--- src/hw/rtl/ita_pkg.sv ---
`timescale 1ns / 1ps
// ----------------------------------------------------------------------------
// ita_pkg
// shared types, sizes and character constants of the integer to ascii
// formatter: kind and radix codes, digit cell control, digit character table
// ----------------------------------------------------------------------------
package ita_pkg;

  localparam int VALUE_WIDTH = 32;
  // one cell per digit; octal needs the most digits, ceil(width / 3)
  localparam int NUM_CELLS   = (VALUE_WIDTH + 2) / 3;
  localparam int BIT_CNT_W   = $clog2(VALUE_WIDTH);
  localparam int DIG_CNT_W   = $clog2(NUM_CELLS + 1);

  typedef logic [3:0] digit_t;

  typedef enum logic [2:0] {
    KIND_CHAR     = 3'd0,
    KIND_SIGNED   = 3'd1,
    KIND_UNSIGNED = 3'd2,
    KIND_OCTAL    = 3'd3,
    KIND_HEX      = 3'd4
  } kind_t;

  typedef enum logic [1:0] {
    RADIX_DEC = 2'd0,
    RADIX_OCT = 2'd1,
    RADIX_HEX = 2'd2
  } radix_t;

  typedef enum logic [2:0] {
    ST_IDLE,
    ST_CONVERT,
    ST_PREFIX0,
    ST_PREFIX1,
    ST_DIGITS
  } state_t;

  // control shared by every cell of the row
  typedef struct packed {
    logic   clear;
    logic   conv;
    logic   shift;
    radix_t radix;
  } chain_ctrl_t;

  localparam logic [7:0] CHAR_MINUS = 8'h2d;
  localparam logic [7:0] CHAR_ZERO  = 8'h30;
  localparam logic [7:0] CHAR_X     = 8'h78;
  localparam logic [3:0] NIBBLE_MASK = 4'hf;

  localparam logic [7:0] HEX_TABLE [16] = '{
    8'h30, 8'h31, 8'h32, 8'h33, 8'h34, 8'h35, 8'h36, 8'h37,
    8'h38, 8'h39, 8'h61, 8'h62, 8'h63, 8'h64, 8'h65, 8'h66
  };

  // digit value at which doubling overflows the radix
  function automatic digit_t radix_half(radix_t r);
    digit_t h;
    unique case (r)
      RADIX_DEC: h = 4'd5;
      RADIX_OCT: h = 4'd4;
      RADIX_HEX: h = 4'd8;
      default:   h = 4'd8;
    endcase
    return h;
  endfunction

  function automatic logic [4:0] radix_value(radix_t r);
    logic [4:0] v;
    unique case (r)
      RADIX_DEC: v = 5'd10;
      RADIX_OCT: v = 5'd8;
      RADIX_HEX: v = 5'd16;
      default:   v = 5'd16;
    endcase
    return v;
  endfunction

endpackage

--- src/hw/rtl/ita_cell.sv ---
`timescale 1ns / 1ps
// ----------------------------------------------------------------------------
// ita_cell
// one digit of the conversion row: doubles its digit plus the carry from
// below each convert cycle, or takes the lower digit when shifting out
// ----------------------------------------------------------------------------
module ita_cell (
  input  logic                clk,
  input  ita_pkg::chain_ctrl_t ctrl,
  input  logic                cin,
  input  ita_pkg::digit_t     din,
  output logic                cout,
  output ita_pkg::digit_t     digit
);
  import ita_pkg::*;

  logic [4:0] dbl;
  logic [4:0] adj;
  logic       carry;

  // carry depends on the stored digit only, so nothing ripples along the row
  always_comb begin
    dbl   = {digit, cin};
    carry = (digit >= radix_half(ctrl.radix));
    adj   = carry ? (dbl - radix_value(ctrl.radix)) : dbl;
  end

  assign cout = carry;

  always_ff @(posedge clk) begin
    priority if (ctrl.clear) begin
      digit <= '0;
    end else if (ctrl.conv) begin
      digit <= adj[3:0];
    end else if (ctrl.shift) begin
      digit <= din;
    end
  end

endmodule

--- src/hw/rtl/ita_chain.sv ---
`timescale 1ns / 1ps
// ----------------------------------------------------------------------------
// ita_chain
// row of digit cells, least significant first; takes the value one bit a
// cycle at the bottom and shifts digits out at the top
// ----------------------------------------------------------------------------
module ita_chain (
  input  logic                 clk,
  input  logic                 rst,
  input  ita_pkg::chain_ctrl_t ctrl,
  input  logic                 serial_in,
  output ita_pkg::digit_t      top_digit
);
  import ita_pkg::*;

  logic   carry [NUM_CELLS+1];
  digit_t link  [NUM_CELLS+1];

  assign carry[0] = serial_in;
  assign link[0]  = '0;

  for (genvar i = 0; i < NUM_CELLS; i++) begin : g_cell
    ita_cell u_cell (
      .clk   (clk),
      .ctrl  (ctrl),
      .cin   (carry[i]),
      .din   (link[i]),
      .cout  (carry[i+1]),
      .digit (link[i+1])
    );
  end

  assign top_digit = link[NUM_CELLS];

  // the magnitude always fits the row, so the top cell never carries out
  a_no_overflow: assert property (@(posedge clk) disable iff (rst)
    ctrl.conv |-> !carry[NUM_CELLS])
    else $error("digit row overflow");

endmodule

--- src/hw/rtl/integer_to_ascii_radix_formatter.sv ---
`timescale 1ns / 1ps
// ----------------------------------------------------------------------------
// integer_to_ascii_radix_formatter
// prints one value per word as ascii characters: character pass-through,
// signed or unsigned decimal, octal, or hex with a 0x prefix
// ----------------------------------------------------------------------------
//
//  channel   handshake          payload            notes
//  --------  -----------------  -----------------  ---------------------------
//  input     start & !busy      kind, value        one word per accept
//  output    strobe (1 cycle)   character, last    last marks final character
//
// sequence: a character pass-through word gives its result on the next cycle
//   and busy stays low. every other word keeps busy high through the convert
//   steps (one value bit per cycle into the cell row), then up to two prefix
//   characters, then the digit steps that shift the row out at the top; the
//   final character strobes in the same cycle that busy drops.
// reset: rst is synchronous; it clears the state machine and the strobe.
// stalls: the receiver cannot stall, results go out as they are made;
//   start is ignored while busy, and unused kinds are dropped with no result.
//
module integer_to_ascii_radix_formatter (
  input  logic                            clk,
  input  logic                            rst,
  input  logic                            start,
  output logic                            busy,
  input  logic [2:0]                      kind,
  input  logic [ita_pkg::VALUE_WIDTH-1:0] value,
  output logic                            strobe,
  output logic [7:0]                      character,
  output logic                            last
);
  import ita_pkg::*;

  state_t                 state, state_next;
  logic [VALUE_WIDTH-1:0] mag;
  logic [BIT_CNT_W-1:0]   bit_cnt;
  logic [DIG_CNT_W-1:0]   dig_cnt;
  logic                   seen;
  logic                   neg;
  logic                   hex;
  radix_t                 radix;

  logic                   accept;
  logic                   go;
  logic                   in_neg;
  radix_t                 in_radix;
  chain_ctrl_t            ctrl;
  digit_t                 top_digit;

  logic                   emit;
  logic [7:0]             char_next;
  logic                   last_next;

  assign accept = start && !busy;
  assign busy   = (state != ST_IDLE);
  assign in_neg = (kind == KIND_SIGNED) && value[VALUE_WIDTH-1];

  // decode the kind of an incoming word
  always_comb begin
    go       = 1'b0;
    in_radix = RADIX_DEC;
    unique case (kind)
      KIND_SIGNED, KIND_UNSIGNED: begin
        go = 1'b1;
      end
      KIND_OCTAL: begin
        go       = 1'b1;
        in_radix = RADIX_OCT;
      end
      KIND_HEX: begin
        go       = 1'b1;
        in_radix = RADIX_HEX;
      end
      default: begin
        go = 1'b0;
      end
    endcase
  end

  // next state and outputs
  always_comb begin
    state_next  = state;
    emit        = 1'b0;
    char_next   = CHAR_ZERO;
    last_next   = 1'b0;
    ctrl.clear  = accept;
    ctrl.conv   = 1'b0;
    ctrl.shift  = 1'b0;
    ctrl.radix  = radix;
    unique case (state)
      ST_IDLE: begin
        if (accept) begin
          if (kind == KIND_CHAR) begin
            emit      = 1'b1;
            char_next = value[7:0];
            last_next = 1'b1;
          end else if (go) begin
            state_next = ST_CONVERT;
          end
        end
      end
      ST_CONVERT: begin
        ctrl.conv = 1'b1;
        if (bit_cnt == '0) begin
          state_next = (neg || hex) ? ST_PREFIX0 : ST_DIGITS;
        end
      end
      ST_PREFIX0: begin
        emit       = 1'b1;
        char_next  = neg ? CHAR_MINUS : CHAR_ZERO;
        state_next = hex ? ST_PREFIX1 : ST_DIGITS;
      end
      ST_PREFIX1: begin
        emit       = 1'b1;
        char_next  = CHAR_X;
        state_next = ST_DIGITS;
      end
      ST_DIGITS: begin
        ctrl.shift = 1'b1;
        // leading zeros are skipped, but the lowest digit always prints
        if (seen || (top_digit != '0) || (dig_cnt == DIG_CNT_W'(1))) begin
          emit      = 1'b1;
          char_next = HEX_TABLE[top_digit & NIBBLE_MASK];
          last_next = (dig_cnt == DIG_CNT_W'(1));
        end
        if (dig_cnt == DIG_CNT_W'(1)) begin
          state_next = ST_IDLE;
        end
      end
      default: begin
        state_next = ST_IDLE;
      end
    endcase
  end

  always_ff @(posedge clk) begin
    if (rst) begin
      state  <= ST_IDLE;
      strobe <= 1'b0;
    end else begin
      state  <= state_next;
      strobe <= emit;
    end
  end

  // word registers, loaded on accept
  always_ff @(posedge clk) begin
    if (accept) begin
      // the most negative value negates to itself, which is its magnitude
      mag     <= in_neg ? (~value + VALUE_WIDTH'(1)) : value;
      bit_cnt <= BIT_CNT_W'(VALUE_WIDTH - 1);
      dig_cnt <= DIG_CNT_W'(NUM_CELLS);
      seen    <= 1'b0;
      neg     <= in_neg;
      hex     <= (kind == KIND_HEX);
      radix   <= in_radix;
    end else begin
      if (state == ST_CONVERT) begin
        mag     <= {mag[VALUE_WIDTH-2:0], 1'b0};
        bit_cnt <= bit_cnt - BIT_CNT_W'(1);
      end
      if (state == ST_DIGITS) begin
        dig_cnt <= dig_cnt - DIG_CNT_W'(1);
        if (emit) begin
          seen <= 1'b1;
        end
      end
    end
  end

  always_ff @(posedge clk) begin
    if (emit) begin
      character <= char_next;
      last      <= last_next;
    end
  end

  ita_chain u_chain (
    .clk       (clk),
    .rst       (rst),
    .ctrl      (ctrl),
    .serial_in (mag[VALUE_WIDTH-1]),
    .top_digit (top_digit)
  );

  // a character word out while idle is always the final one of its word
  a_idle_last: assert property (@(posedge clk) disable iff (rst)
    (state == ST_IDLE && strobe) |-> last)
    else $error("non-final character after word finished");

  // more characters follow a non-final one, so the block is still working
  a_more_busy: assert property (@(posedge clk) disable iff (rst)
    (strobe && !last) |-> busy)
    else $error("non-final character while idle");

  // pass-through answers on the next cycle with a single final character
  a_char_pass: assert property (@(posedge clk) disable iff (rst)
    (accept && kind == KIND_CHAR) |=> (strobe && last && !busy))
    else $error("pass-through character missing");

endmodule

--- config.mk ---
export PLATFORM = sky130hd
export DESIGN_NAME = integer_to_ascii_radix_formatter
export DESIGN_NICKNAME = d
export VERILOG_FILES = /design/src/hw/rtl/ita_pkg.sv /design/src/hw/rtl/ita_cell.sv /design/src/hw/rtl/ita_chain.sv /design/src/hw/rtl/integer_to_ascii_radix_formatter.sv
export SDC_FILE = /design/constraint.sdc
export NUM_CORES = 1
export LEC_CHECK = 0
export BUFFER_PORTS_ARGS = -buffer_cell sky130_fd_sc_hd__buf_2
export CORE_UTILIZATION = 45
export DETAILED_ROUTE_END_ITERATION = 10
export MAX_ROUTING_LAYER = met4
export PLACE_DENSITY = 0.66
export SETUP_SLACK_MARGIN = 0.02
export SLEW_MARGIN = 10
export SYNTH_ARGS = -nofsm -noshare
export SYNTH_HDL_FRONTEND = slang
export SYNTH_SLANG_ARGS = --single-unit
--- constraint.sdc ---
create_clock -name clk -period 6.8 [get_ports clk]
set_input_delay 0.34 -clock clk [delete_from_list [all_inputs] [get_ports clk]]
set_output_delay 0.34 -clock clk [all_outputs]
set_load 0.02 [all_outputs]
==> results.yml <==
clock_network:
  tritoncts: "yes"
  cts_setup_buffers: 0
  clockBufferDepth: 2
  postCtsResizedCells: 0
  insertion_delay_ns: 0.36
  clkSinkCount: 102
  hold_buffers: 0
  cts_buffers: 9
  cts.clk_slew.worst_paths_ns: 0.07
  htree_num_levels: 3
  cts_root_buf: "clkbuf_16"
worst_setup_path:
  crit_chain: "nor3_1 > nand2_2 > buf_4 > inv_1 > nor2_1 > a22o_1"
  cp.arrival_ns: 3.47
  worstPathMaxFanout: 97
  path_buf_inv: 2
  path_class: "flop to flop"
  start_kind: "flop"
  worst_ep_required_time_ns: 7.10
  critical_path.top_delay_family: "buffers and inverters"
  r2r.worst_path.cells: 6
  end_kind: "flop"
  r2r_slack_ns: 3.63
  r2r_end: "u_chain.g_cell[0].u_cell.digit[2]"
  cp_slowest_cell: "nor2_1"
  slowest_delay_ns: 0.79
  timing.rr.start: "state[0]"
worst_hold_path:
  hold_depth: 2
  min_path_type: "primary input to flop"
  min_to: "strobe"
  hold_start: "rst"
grt:
  grt_usage_pct: 21.4
  overflow: 0
  grt_pass1_vias: 5175
  grt_pass1_wl_mm: 24.6
  grt_max_degree: 98
  antenna_found_initial: 0
sta:
  grt_setup_unrepaired: "false"
  maxSlewViolCount: 0
  post-route-period-util_pct: 46.6
  finalSetupViolCount: 0
  finClkSkew_ns: 0.00551
  worst_pin_slew_ns: 0.951
  hold_viol_final: 0
  fmax_ghz: 0.316
  final.setup.tns_ns: 0
  post-route-min-period_ns: 3.17
  relSlewSlack_pct: 36.4
die:
  ios: 49
  die_area_um2: 14900
  fp.dieW_um: 122
  die_h_um: 122
  num_rows: 43
  coreArea_um2: 14000
  initial_utilization_pct: 46.5
routing:
  drc_errors: 0
  firstDrtPassIters: 5
  drt-total-wl_mm: 14.9
  routedWlPerCell_um: 15.3
  vias: 5641
  viasPerCell: 5.82
  drt-initial-drc-count: 408
  ant_nets: 0
logic_synthesis:
  ys_top_cells_by_area: "edfxtp_1 20%, dfxtp_1 18%, o21ai_0 7.2%"
  synth_common_cells: "93 x o21ai_0, 67 x nor2_1, 66 x nand2_1, 58 x dfxtp_1, 53 x a21oi_1"
  synth_seq_area_share_pct: 38.2
  synth_top_area_share_pct: 20.3
  ys_ff_latch: 102
  synthesis.instances: 764
  synth_edf_count: 44
  synth_area_leader_cell: "edfxtp_1"
  synth_cell_types: 60
  yosys_most_used_dff: "dfxtp_1"
  ys_warn_count: 0
  synth_nets: 833
  yosysMostFrequentCell: "o21ai_0"
  syn_avg_cell_area_um2: 8.51
  synth_area_um2: 6500
  async_reset_ff_share_pct: 0
layout:
  fin_nets: 854
  n_antenna_cell: 0
  syn2layout_area_growth_pct: 10.0
  postLayoutCellArea_um2: 7150
  drive_gt1_share_pct: 10.9
  fin_cells: 970
run:
  cap_violations: 0
place:
  dp_cells: 954
  hpwl_mm: 9.95
  placed_cell_area_um2: 6840
  gp_congestion: 0.862
  io_buffers: 48
pwr:
  leakagePower_nw: 2.77
  powerDensity_nw_per_um2: 280
  vdd_drop_max_mv: 0.127
status:
  outcome: "finished clean"
-- worst reg2reg max path: cells and delay by family, from the launching register on --
family	cells	cell delay, ns
buffers and inverters	2	1.21
AND/OR/NAND/NOR	3	1.02
AO/OA/AOI/OAI	1	0.25
flip-flops	1	0.63
-- worst max-delay path by stage --
stage	from	to	slack (ns)	cells past startpoint
3_3_place_gp	state[0]	u_chain.g_cell[0].u_cell.digit[2]	3.78	6
3_5_place_dp	state[0]	u_chain.g_cell[0].u_cell.digit[1]	3.65	6
5_1_grt	state[0]	u_chain.g_cell[0].u_cell.digit[3]	3.31	6
4_1_cts	state[0]	u_chain.g_cell[0].u_cell.digit[2]	3.63	6
6_report	state[0]	u_chain.g_cell[0].u_cell.digit[2]	3.63	6
2_1_floorplan	hex	u_chain.g_cell[10].u_cell.digit[1]	4.27	9
-- power breakdown --
part | internal (W) | switching, W
clock | 0.000320 | 0.000233
combinational | 0.000239 | 0.000344
sequential | 0.000770 | 0.0000996
total | 0.00133 | 0.000677
-- metal layers --
metal  vias to the layer above  GRT usage, %  share of wire [%]
met1                      2667          27.8                 48
met4                         0          7.85                1.9
met5                         -             -                  0
met2                       125          33.6                 46
met3                        23          3.21                4.1
li1                       2826             -                  -
-- cells by family after synthesis --
family          synth area share, %
compound gates                 25.9
mux                            3.25
xor+xnor                       4.98
buf+inv                        5.81
flops                          38.2
simple gates                   15.9
fa+ha+maj                      5.96
-- through the flow --
stage / setup slack (ns) / power, W / utilization (%) / hold slack [ns]
2_1_floorplan: 4.27 / 0.00131 / - / 0.412
3_3_place_gp: 3.78 / 0.00143 / 48.9 / 0.484
3_5_place_dp: 3.65 / 0.00146 / 48.9 / 0.480
4_1_cts: 3.63 / 0.00202 / 51.1 / 0.205
5_1_grt: 3.31 / 0.00213 / 51.1 / 0.216
6_report: 3.63 / 0.00201 / 51.1 / 0.216
-- state kept, by name, summed over array words and instances (netlist names) --
| name | flops |
|---|---|
| last | 1 |
| state | 3 |
| strobe | 1 |
| bit_cnt | 5 |
| neg | 1 |
| u_chain.g_cell.u_cell.digit | 44 |
| hex | 1 |
| seen | 1 |
| mag | 32 |
| radix | 1 |
| character | 8 |
| dig_cnt | 4 |
-- cell type report --
class	count	area (µm²)
Fill cell	1326	6840
Clock buffer	9	225
Timing Repair Buffer	56	300
Clock inverter	7	88.8
Multi-Input combinational cell	569	3650
Tap cell	180	225
Sequential cell	102	2480
Inverter	47	176
-- layout by cell type, fill, tap and decap left out, types with 11 or more instances in the layout --
| master | count |
|---|---|
| o21ai_1 | 17 |
| xor2_1 | 23 |
| dfxtp_1 | 58 |
| xnor2_1 | 14 |
| nor2_1 | 67 |
| o21ai_0 | 93 |
| o211ai_1 | 12 |
| nand4_1 | 11 |
| mux2i_1 | 20 |
| inv_1 | 46 |
| o2bb2ai_1 | 11 |
| edfxtp_1 | 44 |
| ha_1 | 31 |
| nand2_1 | 65 |
| buf_2 | 48 |
| a31oi_1 | 14 |
| a21oi_1 | 53 |
Power figures use the tool's default switching activity.
